[src/rtl/cuuq_pkg.sv]
// ----------------------------------------------------------------------------
// cuuq_pkg
// Shared types and constants for the coalescing urgent update queue: request
// and response payloads, the stored entry record, status codes, sequencer
// states and the control handshake between the top level and the sequencer.
// ----------------------------------------------------------------------------
package cuuq_pkg;

    // Default number of queue entries
    localparam int QUEUE_DEPTH_DEF = 16;

    // Request mode codes
    localparam logic MODE_ADD = 1'b0;
    localparam logic MODE_POP = 1'b1;

    // Response status codes
    typedef enum logic [2:0] {
        ST_APPENDED = 3'd0,
        ST_MERGED   = 3'd1,
        ST_FULL     = 3'd2,
        ST_POPPED   = 3'd3,
        ST_EMPTY    = 3'd4
    } t_status;

    // Sequencer states
    typedef enum logic [2:0] {
        S_IDLE,
        S_ADD_SCAN,
        S_POP_SCAN,
        S_POP_SHIFT,
        S_DONE
    } t_state;

    // Input request payload
    typedef struct packed {
        logic               mode;
        logic signed [11:0] block_x;
        logic signed [11:0] block_y;
        logic signed [11:0] block_z;
        logic               notify_logic;
        logic               is_urgent;
        logic signed [7:0]  crack_stage;
        logic signed [15:0] crack_x;
        logic signed [15:0] crack_y;
        logic signed [15:0] crack_z;
    } t_req;

    // Output response payload
    typedef struct packed {
        t_status            status;
        logic signed [11:0] out_block_x;
        logic signed [11:0] out_block_y;
        logic signed [11:0] out_block_z;
        logic               out_notify_logic;
        logic signed [7:0]  out_crack_stage;
        logic signed [15:0] out_crack_x;
        logic signed [15:0] out_crack_y;
        logic signed [15:0] out_crack_z;
    } t_rsp;

    // One stored queue entry
    typedef struct packed {
        logic [11:0] block_x;
        logic [11:0] block_y;
        logic [11:0] block_z;
        logic        notify;
        logic        urgent;
        logic [7:0]  crack_stage;
        logic [15:0] crack_x;
        logic [15:0] crack_y;
        logic [15:0] crack_z;
    } t_entry;

    // Sequencer status toward the top level
    typedef struct packed {
        logic done;
        logic idle;
    } t_ctrl_sts;

endpackage

[src/rtl/coalescing_urgent_update_queue_unit.sv]
// An add scans the waiting entries until it finds a matching position and merges into it,
// else appends at the tail (or reports full). A pop scans for the oldest urgent entry, then
// shifts every later entry up by one place; with nothing urgent it takes the head entry and
// shifts the whole queue. A pop on an empty queue goes straight to its response.
// One request at a time; the next can be taken in the cycle after the response loads; a stalled
// response holds the sequencer. Reset clears the count and control state, not the entry RAM.
// ----------------------------------------------------------------------------
// coalescing_urgent_update_queue_unit
// Top level: takes one request at a time, hands it to the sequencer and
// holds the response in an output register until it is taken.
// ----------------------------------------------------------------------------
module coalescing_urgent_update_queue_unit #(
    parameter int QUEUE_DEPTH = cuuq_pkg::QUEUE_DEPTH_DEF
) (
    input  logic            i_clk,
    input  logic            i_rst_n,
    input  logic            i_req_valid,
    output logic            o_req_stall,
    input  cuuq_pkg::t_req  i_req,
    output logic            o_rsp_valid,
    input  logic            i_rsp_stall,
    output cuuq_pkg::t_rsp  o_rsp
);

    localparam int IDX_W = $clog2(QUEUE_DEPTH);

    logic                r_busy, n_busy;
    logic                r_start;
    cuuq_pkg::t_req      r_req;
    logic                r_rsp_valid, n_rsp_valid;
    cuuq_pkg::t_rsp      r_rsp;

    logic                req_acc;
    logic                rsp_ready;
    cuuq_pkg::t_ctrl_sts ctrl_sts;
    cuuq_pkg::t_rsp      ctrl_rsp;
    logic                rd_en;
    logic [IDX_W-1:0]    rd_addr;
    cuuq_pkg::t_entry    rd_data;
    logic                wr_en;
    logic [IDX_W-1:0]    wr_addr;
    cuuq_pkg::t_entry    wr_data;

    // Request and response handshake
    always_comb begin
        req_acc     = i_req_valid && !r_busy;
        rsp_ready   = !r_rsp_valid || !i_rsp_stall;
        n_busy      = r_busy;
        n_rsp_valid = r_rsp_valid;
        if (req_acc) begin
            n_busy = 1'b1;
        end else if (ctrl_sts.done && rsp_ready) begin
            n_busy = 1'b0;
        end
        if (ctrl_sts.done && rsp_ready) begin
            n_rsp_valid = 1'b1;
        end else if (!i_rsp_stall) begin
            n_rsp_valid = 1'b0;
        end
    end

    always_ff @(posedge i_clk) begin
        if (!i_rst_n) begin
            r_busy      <= 1'b0;
            r_start     <= 1'b0;
            r_rsp_valid <= 1'b0;
        end else begin
            r_busy      <= n_busy;
            r_start     <= req_acc;
            r_rsp_valid <= n_rsp_valid;
        end
    end

    // Capture request, load response
    always_ff @(posedge i_clk) begin
        if (req_acc) begin
            r_req <= i_req;
        end
        if (ctrl_sts.done && rsp_ready) begin
            r_rsp <= ctrl_rsp;
        end
    end

    assign o_req_stall = r_busy;
    assign o_rsp_valid = r_rsp_valid;
    assign o_rsp       = r_rsp;

    cuuq_ctrl #(
        .QUEUE_DEPTH (QUEUE_DEPTH)
    ) u_ctrl (
        .i_clk       (i_clk),
        .i_rst_n     (i_rst_n),
        .i_start     (r_start),
        .i_req       (r_req),
        .i_rsp_ready (rsp_ready),
        .o_sts       (ctrl_sts),
        .o_rsp       (ctrl_rsp),
        .o_rd_en     (rd_en),
        .o_rd_addr   (rd_addr),
        .i_rd_data   (rd_data),
        .o_wr_en     (wr_en),
        .o_wr_addr   (wr_addr),
        .o_wr_data   (wr_data)
    );

    cuuq_entry_ram #(
        .QUEUE_DEPTH (QUEUE_DEPTH)
    ) u_ram (
        .i_clk     (i_clk),
        .i_rd_en   (rd_en),
        .i_rd_addr (rd_addr),
        .o_rd_data (rd_data),
        .i_wr_en   (wr_en),
        .i_wr_addr (wr_addr),
        .i_wr_data (wr_data)
    );

`ifndef SYNTHESIS
    // Sequencer finishes only while a request is in work
    a_done_busy: assert property (@(posedge i_clk) disable iff (!i_rst_n)
        ctrl_sts.done |-> r_busy)
        else $error("sequencer done without a request in work");

    // A new request starts only on an idle sequencer
    a_start_idle: assert property (@(posedge i_clk) disable iff (!i_rst_n)
        r_start |-> ctrl_sts.idle)
        else $error("request started on a busy sequencer");

    // An accepted request blocks the next one
    a_acc_stall: assert property (@(posedge i_clk) disable iff (!i_rst_n)
        req_acc |=> (o_req_stall && r_start))
        else $error("accepted request did not start work");
`endif

endmodule

[src/rtl/cuuq_entry_ram.sv]
// ----------------------------------------------------------------------------
// cuuq_entry_ram
// Entry storage of the queue: one write port and one read port, with the
// read data registered. Contents are undefined until written.
// ----------------------------------------------------------------------------
module cuuq_entry_ram #(
    parameter int QUEUE_DEPTH = cuuq_pkg::QUEUE_DEPTH_DEF,
    localparam int IDX_W = $clog2(QUEUE_DEPTH)
) (
    input  logic                 i_clk,
    input  logic                 i_rd_en,
    input  logic [IDX_W-1:0]     i_rd_addr,
    output cuuq_pkg::t_entry     o_rd_data,
    input  logic                 i_wr_en,
    input  logic [IDX_W-1:0]     i_wr_addr,
    input  cuuq_pkg::t_entry     i_wr_data
);

    cuuq_pkg::t_entry mem [QUEUE_DEPTH];
    cuuq_pkg::t_entry r_rd_data;

    // Write one entry
    always_ff @(posedge i_clk) begin
        if (i_wr_en) begin
            mem[i_wr_addr] <= i_wr_data;
        end
    end

    // Read one entry, registered
    always_ff @(posedge i_clk) begin
        if (i_rd_en) begin
            r_rd_data <= mem[i_rd_addr];
        end
    end

    assign o_rd_data = r_rd_data;

endmodule

[src/rtl/cuuq_ctrl.sv]
// ----------------------------------------------------------------------------
// cuuq_ctrl
// Sequencer of the queue. Walks the entry RAM one entry per cycle through a
// single shared position/urgent compare: finds a merge target or appends on
// an add, finds the oldest urgent entry on a pop and closes the gap after it.
// ----------------------------------------------------------------------------
module cuuq_ctrl #(
    parameter int QUEUE_DEPTH = cuuq_pkg::QUEUE_DEPTH_DEF,
    localparam int IDX_W = $clog2(QUEUE_DEPTH),
    localparam int CNT_W = $clog2(QUEUE_DEPTH + 1)
) (
    input  logic                 i_clk,
    input  logic                 i_rst_n,
    input  logic                 i_start,
    input  cuuq_pkg::t_req       i_req,
    input  logic                 i_rsp_ready,
    output cuuq_pkg::t_ctrl_sts  o_sts,
    output cuuq_pkg::t_rsp       o_rsp,
    output logic                 o_rd_en,
    output logic [IDX_W-1:0]     o_rd_addr,
    input  cuuq_pkg::t_entry     i_rd_data,
    output logic                 o_wr_en,
    output logic [IDX_W-1:0]     o_wr_addr,
    output cuuq_pkg::t_entry     o_wr_data
);

    localparam logic [CNT_W-1:0] DEPTH_C = CNT_W'(QUEUE_DEPTH);

    cuuq_pkg::t_state  r_state, n_state;
    logic [CNT_W-1:0]  r_cnt, n_cnt;
    logic [CNT_W-1:0]  r_idx, n_idx;
    logic              r_pend, n_pend;
    logic [IDX_W-1:0]  r_pidx, n_pidx;
    logic [IDX_W-1:0]  r_sel, n_sel;
    cuuq_pkg::t_entry  r_ent, n_ent;
    cuuq_pkg::t_status r_status, n_status;

    logic             rd_more;
    logic             drained;
    logic             pos_hit;
    logic             add_hit;
    logic             urg_hit;
    cuuq_pkg::t_entry req_ent;
    cuuq_pkg::t_entry merge_ent;

    // Shared compare and entry formatting
    always_comb begin
        rd_more = (r_idx < r_cnt);
        drained = !r_pend && !rd_more;
        pos_hit = (i_rd_data.block_x == i_req.block_x)
               && (i_rd_data.block_y == i_req.block_y)
               && (i_rd_data.block_z == i_req.block_z);
        add_hit = (r_state == cuuq_pkg::S_ADD_SCAN) && r_pend && pos_hit;
        urg_hit = (r_state == cuuq_pkg::S_POP_SCAN) && r_pend && i_rd_data.urgent;

        req_ent.block_x     = i_req.block_x;
        req_ent.block_y     = i_req.block_y;
        req_ent.block_z     = i_req.block_z;
        req_ent.notify      = i_req.notify_logic;
        req_ent.urgent      = i_req.is_urgent;
        req_ent.crack_stage = i_req.crack_stage;
        req_ent.crack_x     = i_req.crack_x;
        req_ent.crack_y     = i_req.crack_y;
        req_ent.crack_z     = i_req.crack_z;

        merge_ent        = req_ent;
        merge_ent.notify = i_rd_data.notify | i_req.notify_logic;
        merge_ent.urgent = i_rd_data.urgent | i_req.is_urgent;
    end

    // Next state
    always_comb begin
        n_state = r_state;
        unique case (r_state)
            cuuq_pkg::S_IDLE: begin
                if (i_start) begin
                    if (i_req.mode == cuuq_pkg::MODE_POP) begin
                        n_state = (r_cnt == '0) ? cuuq_pkg::S_DONE : cuuq_pkg::S_POP_SCAN;
                    end else begin
                        n_state = cuuq_pkg::S_ADD_SCAN;
                    end
                end
            end
            cuuq_pkg::S_ADD_SCAN: begin
                if (add_hit || drained) begin
                    n_state = cuuq_pkg::S_DONE;
                end
            end
            cuuq_pkg::S_POP_SCAN: begin
                if (urg_hit || drained) begin
                    n_state = cuuq_pkg::S_POP_SHIFT;
                end
            end
            cuuq_pkg::S_POP_SHIFT: begin
                if (drained) begin
                    n_state = cuuq_pkg::S_DONE;
                end
            end
            cuuq_pkg::S_DONE: begin
                if (i_rsp_ready) begin
                    n_state = cuuq_pkg::S_IDLE;
                end
            end
            default: n_state = cuuq_pkg::S_IDLE;
        endcase
    end

    // Datapath and RAM control
    always_comb begin
        n_cnt     = r_cnt;
        n_idx     = r_idx;
        n_pend    = r_pend;
        n_pidx    = r_pidx;
        n_sel     = r_sel;
        n_ent     = r_ent;
        n_status  = r_status;
        o_rd_en   = 1'b0;
        o_rd_addr = r_idx[IDX_W-1:0];
        o_wr_en   = 1'b0;
        o_wr_addr = r_sel;
        o_wr_data = r_ent;

        // Stream reads, one entry per cycle, while walking the queue
        if ((r_state == cuuq_pkg::S_ADD_SCAN) || (r_state == cuuq_pkg::S_POP_SCAN)
            || (r_state == cuuq_pkg::S_POP_SHIFT)) begin
            if (rd_more) begin
                o_rd_en = 1'b1;
                n_idx   = r_idx + 1'b1;
                n_pend  = 1'b1;
                n_pidx  = r_idx[IDX_W-1:0];
            end else begin
                n_pend = 1'b0;
            end
        end

        unique case (r_state)
            cuuq_pkg::S_IDLE: begin
                if (i_start) begin
                    n_idx    = '0;
                    n_pend   = 1'b0;
                    n_status = cuuq_pkg::ST_EMPTY;
                end
            end
            cuuq_pkg::S_ADD_SCAN: begin
                if (add_hit) begin
                    // merge into the matching entry
                    o_wr_en   = 1'b1;
                    o_wr_addr = r_pidx;
                    o_wr_data = merge_ent;
                    n_status  = cuuq_pkg::ST_MERGED;
                end else if (drained) begin
                    if (r_cnt >= DEPTH_C) begin
                        n_status = cuuq_pkg::ST_FULL;
                    end else begin
                        // append at the tail
                        o_wr_en   = 1'b1;
                        o_wr_addr = r_cnt[IDX_W-1:0];
                        o_wr_data = req_ent;
                        n_cnt     = r_cnt + 1'b1;
                        n_status  = cuuq_pkg::ST_APPENDED;
                    end
                end
            end
            cuuq_pkg::S_POP_SCAN: begin
                // keep the head entry as the fallback when nothing is urgent
                if (r_pend && (r_pidx == '0)) begin
                    n_ent = i_rd_data;
                end
                if (urg_hit) begin
                    n_sel  = r_pidx;
                    n_ent  = i_rd_data;
                    n_idx  = CNT_W'(r_pidx) + 1'b1;
                    n_pend = 1'b0;
                end else if (drained) begin
                    n_sel  = '0;
                    n_idx  = CNT_W'(1);
                    n_pend = 1'b0;
                end
            end
            cuuq_pkg::S_POP_SHIFT: begin
                // move each later entry up by one place
                if (r_pend) begin
                    o_wr_en   = 1'b1;
                    o_wr_addr = r_pidx - 1'b1;
                    o_wr_data = i_rd_data;
                end
                if (drained) begin
                    n_cnt    = r_cnt - 1'b1;
                    n_status = cuuq_pkg::ST_POPPED;
                end
            end
            cuuq_pkg::S_DONE: begin
            end
            default: begin
            end
        endcase
    end

    // Control registers
    always_ff @(posedge i_clk) begin
        if (!i_rst_n) begin
            r_state <= cuuq_pkg::S_IDLE;
            r_cnt   <= '0;
            r_idx   <= '0;
            r_pend  <= 1'b0;
        end else begin
            r_state <= n_state;
            r_cnt   <= n_cnt;
            r_idx   <= n_idx;
            r_pend  <= n_pend;
        end
    end

    // Payload registers
    always_ff @(posedge i_clk) begin
        r_pidx   <= n_pidx;
        r_sel    <= n_sel;
        r_ent    <= n_ent;
        r_status <= n_status;
    end

    // Format the response; only a pop carries entry data
    always_comb begin
        o_rsp        = '0;
        o_rsp.status = r_status;
        if (r_status == cuuq_pkg::ST_POPPED) begin
            o_rsp.out_block_x      = r_ent.block_x;
            o_rsp.out_block_y      = r_ent.block_y;
            o_rsp.out_block_z      = r_ent.block_z;
            o_rsp.out_notify_logic = r_ent.notify;
            o_rsp.out_crack_stage  = r_ent.crack_stage;
            o_rsp.out_crack_x      = r_ent.crack_x;
            o_rsp.out_crack_y      = r_ent.crack_y;
            o_rsp.out_crack_z      = r_ent.crack_z;
        end
        o_sts.done = (r_state == cuuq_pkg::S_DONE);
        o_sts.idle = (r_state == cuuq_pkg::S_IDLE);
    end

endmodule

[config.mk]
export PLATFORM = sky130hd
export DESIGN_NAME = coalescing_urgent_update_queue_unit
export DESIGN_NICKNAME = d
export VERILOG_FILES = /design/src/rtl/cuuq_pkg.sv /design/src/rtl/coalescing_urgent_update_queue_unit.sv /design/src/rtl/cuuq_entry_ram.sv /design/src/rtl/cuuq_ctrl.sv
export SDC_FILE = /design/constraint.sdc
export NUM_CORES = 2
export LEC_CHECK = 0
export BUFFER_PORTS_ARGS = -buffer_cell sky130_fd_sc_hd__buf_2
export CORE_AREA = 3 3 386 483
export DETAILED_ROUTE_END_ITERATION = 8
export DIE_AREA = 0 0 389 486
export GPL_ROUTABILITY_DRIVEN = 0
export SYNTH_ARGS = -nofsm -noshare
export SYNTH_HDL_FRONTEND = slang
export SYNTH_HIERARCHICAL = 1
export SYNTH_SLANG_ARGS = --single-unit
export TNS_END_PERCENT = 30
[constraint.sdc]
create_clock -name i_clk -period 12.2 [get_ports i_clk]
set_input_delay 2.44 -clock i_clk [delete_from_list [all_inputs] [get_ports i_clk]]
set_output_delay 2.44 -clock i_clk [all_outputs]
set_load 0.01 [all_outputs]
## Word-level counts from Yosys, hierarchy flattened

Memories as Yosys holds them, arrays and structs flattened. A register that Yosys moved wholly into a read port is not among the register bits.
Cells that the tools add are included.
W data, S select, Z words.

| word-level totals | value |
|---|---|
| register bits after elaboration | 313 |
| RAM bits | 1504 |
| logic and storage cells | 157 |
| memories kept | 1 |

| operators by class | value |
|---|---|
| $add $sub $neg | 5 |
| magnitude comparators | 2 |
| eq/ne operators | 18 |
| muxes and demuxes | 57 |
| bitwise gates (word level) | 2 |
| reductions and logical operators | 34 |

Memory list:

| memory | words | bits a word | read ports | clocked after Yosys merged registers in | wr ports | RTL line | source |
|---|---|---|---|---|---|---|---|
| u_ram.mem | 16 | 94 | 1 | 1 | 1 | cuuq_entry_ram.sv:19 | `cuuq_pkg::t_entry mem [QUEUE_DEPTH];` |

Operators by type and width:

| cell | count |
|---|---|
| $mux W94 | 6 |
| $pmux W94 S2 | 1 |
| $mux W5 | 9 |
| $eq A12 B12 Y1 | 3 |
| $mux W3 | 11 |
| $mux W4 | 6 |
| $pmux W5 S2 | 2 |
| $mux W1 | 16 |
| $pmux W3 S5 | 1 |
| $ne A2 B2 Y1 const B | 6 |
| $add A5 B1 Y5 const B | 2 |
| $logic_and A1 B1 Y1 | 10 |
| $reduce_and A5 Y1 | 2 |
| $eq A3 B2 Y1 const B | 3 |
| $pmux W3 S3 | 1 |
| $pmux W4 S2 | 1 |
| $reduce_bool A2 Y1 | 4 |
| $ne A2 B1 Y1 const B | 3 |
| $reduce_and A2 Y1 | 3 |
| $add A4 B1 Y5 const B | 1 |
| $ge A5 B5 Y1 const B | 1 |
| $logic_not A1 Y1 | 5 |
| $logic_not A5 Y1 | 1 |
| $logic_or A1 B1 Y1 | 5 |
| 13 further kinds | 15 |

## Logic depth before layout (Yosys ltp)

| logic depth | value |
|---|---|
| depth in word-level cells | 8 |
| depth in mapped cells | 14 |

## Hierarchy

Netlist, hierarchy kept.

By module, submodules not included:

| module | times used | cells an instance | area each (sq um) | sequential area each (sq um) |
|---|---|---|---|---|
| cuuq_entry_ram | 1 | 2408 | 58941.5 | 47986.0 |
| cuuq_ctrl | 1 | 771 | 7907.6 | 3433.3 |
| coalescing_urgent_update_queue_unit | 1 | 202 | 5845.6 | 5795.6 |

## Worst setup path after synthesis

Ideal clock, no wire load.

| path | value |
|---|---|
| path type | reg-to-reg |
| start | reg u_ctrl.r_cnt[4] |
| end | mem u_ram/mem[0][0] (netlist name) (enable) |
| library setup time | 662 ps |
| data arrival time | 8766 ps |
| path slack | 2773 ps |
| cell stages (with the launch flop) | 12 |
| path buffers | 2 |
| clock period less this slack | 9427 ps |
| path through | dfxtp_1 > inv_1 > ha_1 > nand2_1 > o31ai_4 > nand2_2 > and3_4 > buf_6 > buf_6 > inv_1 > or3b_2 > nor3_1 |

| on the way | value |
|---|---|
| cells in the longest elaborated chain, start to end | 8 |
| elaborated cells between the ends (all ways) | 14 |

RTL lines:

| what | RTL line | source |
|---|---|---|
| start, declared | cuuq_ctrl.sv:30 | `logic [CNT_W-1:0] r_cnt, n_cnt;` |
| start signal, assigned | cuuq_ctrl.sv:208 | `r_cnt <= n_cnt;` |
| $lt A5 B5 Y1 | cuuq_ctrl.sv:48 | `rd_more = (r_idx < r_cnt);` |
| $logic_not A1 Y1 | cuuq_ctrl.sv:49 | `drained = !r_pend && !rd_more;` |
| $logic_and A1 B1 Y1 | cuuq_ctrl.sv:49 |  |
| $mux W1 * | cuuq_ctrl.sv:151 | `end else if (drained) begin` |
| $mux W1 * | cuuq_ctrl.sv:145 | `if (add_hit) begin` |
| $pmux W1 S2 * | cuuq_ctrl.sv:136 | `unique case (r_state)` |
| named net wr_en | coalescing_urgent_update_queue_unit.sv:40 | `logic wr_en;` |
| $mux W1 * | cuuq_entry_ram.sv:24 | `if (i_wr_en) begin` |
| $mux W1 (implied by the code) * | cuuq_entry_ram.sv:25 | `mem[i_wr_addr] <= i_wr_data;` |
| end, declared | cuuq_entry_ram.sv:19 |  |

Mark *: on every way through the listed nets, which the timed path passes. The rest lies on a longest branch.

## Worst setup path after layout

| path | value |
|---|---|
| start | reg u_ctrl.r_state[1] |
| end | mem u_ram/mem[5][30] (netlist name) (enable) |

| on the way | value |
|---|---|
| elaborated cells between the ends (all ways) | 10 |

RTL lines:

| what | RTL line | source |
|---|---|---|
| start, declared | cuuq_ctrl.sv:29 | `cuuq_pkg::t_state r_state, n_state;` |
| start signal, assigned | cuuq_ctrl.sv:202 | `r_state <= cuuq_pkg::S_IDLE;` |
| start signal, assigned | cuuq_ctrl.sv:207 | `r_state <= n_state;` |
| $eq A3 B1 Y1 | cuuq_ctrl.sv:53, cuuq_ctrl.sv:136 |  |
| $logic_and A1 B1 Y1 (2 in series) | cuuq_ctrl.sv:53 | `add_hit = (r_state == cuuq_pkg::S_ADD_SCAN) && r_pend && pos_hit;` |
| $mux W4 | cuuq_ctrl.sv:145 |  |
| $pmux W4 S2 * | cuuq_ctrl.sv:136 |  |
| named net wr_addr[0] | coalescing_urgent_update_queue_unit.sv:41 | `logic [IDX_W-1:0] wr_addr;` |

Marks and branches as above.

==> reports/summary.txt <==
CP Data Required Time - 12.63 ns
clock slew at reported path FFs - 0.06 ns
outcome - complete, no violations
Post-synth EDFFs - 1894
RSZ-0062 raised after global routing - false
WP depth - 9
CTS max path bufs - 3
DRC viols - 0
root buf cell - clkbuf_16
power per standard cell area - 172 mW/mm2
FF+latch count, synth - 1911
# setup viols final - 0
area of the mapped netlist - 0.0727 mm2
crit path max fanout - 62
f_max - 155 MHz
Starting Density - 39.9%
Final nets - 3738
CP endpoint kind - flop
Comb power frac - 6.9%
area delta synth->final - 13.2%
post-route antenna net violation count - 0
Setup crit start kind - flop
slowest CP cell - nor2_4
top_reg_cell synth - edfxtp_1
Rows - 175
post-route insts no fill - 6171
syn_area_per_cell - 21.5 um2
worst slew pin tran - 1.21 ns
pin count of the biggest net entering global routing - 137
Core Footprint - 0.182 mm2
hold buffer count at CTS - 0
min cycle time layout - 6.43 ns
Final Hold Fails - 0
critical path class - flop to flop
number of global-route vias before repair - 35900
sequential area share after synthesis - 78.7%
total number of vias - 35100
Fill cells - 15300
global-route wire length before repair - 261 mm
most common cell after layout, fill and taps aside - edfxtp_1
Tot GR Track Use - 19.0%
Final HPWL DP - 97.2 mm
syn_nets - 3492
Avg Vias per Cell - 5.68
max_slew headroom - 19.0%
cell count after synthesis - 3381
P_int - 11.0 mW
Initial DRC Count - 3964
final setup skew - 0.0387 ns
fin util - 45.2%
initial antenna violation count - 18
Max stage delay on crit path - 0.98 ns
Skew-Pair Late Insertion Delay - 0.82 ns
Crit path buffers/inverters - 2
Port-buffer cells - 196
post-synthesis async set-or-reset flop share - 0%
reg2reg path depth - 9
cell leakage power - 26.0 nW
Psw - 3.16 mW
share of layout cells above drive strength 1 - 25.2%
Die Wd - 389 um
Sequential Power Share - 53.8%
CTS Sinks - 1911
Final period util - 52.7%
clock group share of total power - 39.2%
GRT overflow - 0
drt total wl - 181 mm
# placed instances - 5836
WL/cell - 29.3 um
1st-pass router iterations - 6
Die Area - 0.189 mm2
Post-Place Cell Area - 0.0765 mm2
Design Area, Final - 0.0823 mm2
sw frac - 22.3%
endpoint arrival time on the critical path - 6.86 ns
commonest cells after routing, fill and taps aside - edfxtp_1 (1894), mux4_2 (376), buf_2 (196)
Max VDD drop - 0.146 mV
CTS buffer count - 178
setup TNS - 0 ns
Max-Cap Viols - 0
H-tree depth - 4
CTS tree - built
Yosys Warn Count - 6
Yosys cell types - 62
Cell Chain, Critical Path - inv_2 > nand2_2 > nor4_1 > nand4_1 > mux2i_1 > o221ai_1 > nand2b_1 > nor2_4 > buf_4
WHS Path Cells - 0
post-cts sizing count - 0
Slew Viols, Final - 0
Largest delay share family, worst path - simple AND/OR/NAND/NOR gates
Min-Delay Path Class - flop to flop
setup repair bufs after CTS - 0
die span in y - 486 um
IO Pins - 197
==> logic make-up (layout without fill, tap and decap cells) <==
family	count (synthesis)	count (layout)	synth area share [%]
compound gates	349	349	3.86
xor+xnor	46	46	0.554
fa+ha+maj	12	12	0.217
buf+inv	220	613	1.43
flops	1911	1911	78.7
mux	387	387	11.8
other cells	0	8	0
simple gates	456	456	3.43
==> metrics by stage <==
step                hold slack, ns  power (mW)  setup slack, ns
floorplan                    0.418        8.38             2.77
global placement             0.423        8.74             5.78
detailed placement           0.429        8.75             5.74
CTS                          0.440        14.3             5.69
global route                 0.454        14.6             5.34
finish                       0.442        14.2             5.77
==> per-layer routing <==
metal | vias up | routed length [um] | share of wire, % | track usage [%]
met5 | - | 13 | 0.0072 | 0
met3 | 198 | 13600 | 7.5 | 3.88
li1 | 14700 | - | - | -
met2 | 1363 | 86300 | 48 | 30.3
met4 | 2 | 2920 | 1.6 | 4.36
met1 | 18800 | 77900 | 43 | 27.2
==> power groups by stage <==
stage,registers (mW),logic (mW),clock network [mW]
after floorplan,7.78,0.598,0
after global placement,7.76,0.974,0
after detailed placement,7.76,0.989,0
after CTS,7.62,0.992,5.68
after global routing,7.64,1.06,5.92
final,7.62,0.981,5.56
==> final timing paths <==
| check | to | slack, ns | startpoint |
|---|---|---|---|
| setup / recovery | u_ram/mem[5][30] | 5.77 | u_ctrl/r_state[1] |
| hold / removal | u_ctrl/r_ent[16] | 0.44 | u_ram/o_rd_data[16] |
| setup reg to reg | u_ram/mem[5][30] | 5.77 | u_ctrl/r_state[1] |
| hold reg to reg | u_ctrl/r_ent[16] | 0.44 | u_ram/o_rd_data[16] |
==> cell usage after synthesis, drive strengths merged (18+ instances only) <==
cell,number,area share (%)
edfxtp,1894,78
mux4,376,12
a22oi,190,2.0
and3,150,1.3
nand2,118,0.62
clkbuf,104,0.54
and2,99,0.85
buf,98,0.80
a221o,92,1.3
xnor2,36,0.43
nor2,34,0.18
a21oi,18,0.12
inv,18,0.093
==> area by class of cell <==
type	instances	area, um2	area share, %
tap	2389	2990	3.63
antenna	8	20.0	0.0243
clock buffer	210	4640	5.63
sequential	1911	57200	69.5
clock inverter	117	1160	1.41
multi-input combinational	1250	14600	17.8
inverter	18	70.1	0.0851
timing repair buffer	268	1600	1.94
==> state kept, by name, indices dropped and copies added, names as in the netlist <==
signal / count
u_ctrl/r_sel: 4
u_ctrl/r_pend: 1
u_ram/o_rd_data: 94
u_ctrl/r_ent: 94
u_ram/mem: 1504
o_rsp: 96
u_ctrl/r_state: 3
u_ctrl/r_pidx: 4
u_ctrl/r_idx: 5
u_ctrl/r_cnt: 5
r_req: 95
o_rsp_valid: 1
r_start: 1
o_req_stall: 1
u_ctrl/r_status: 3
Note: power is estimated with default switching activity, not from simulation.
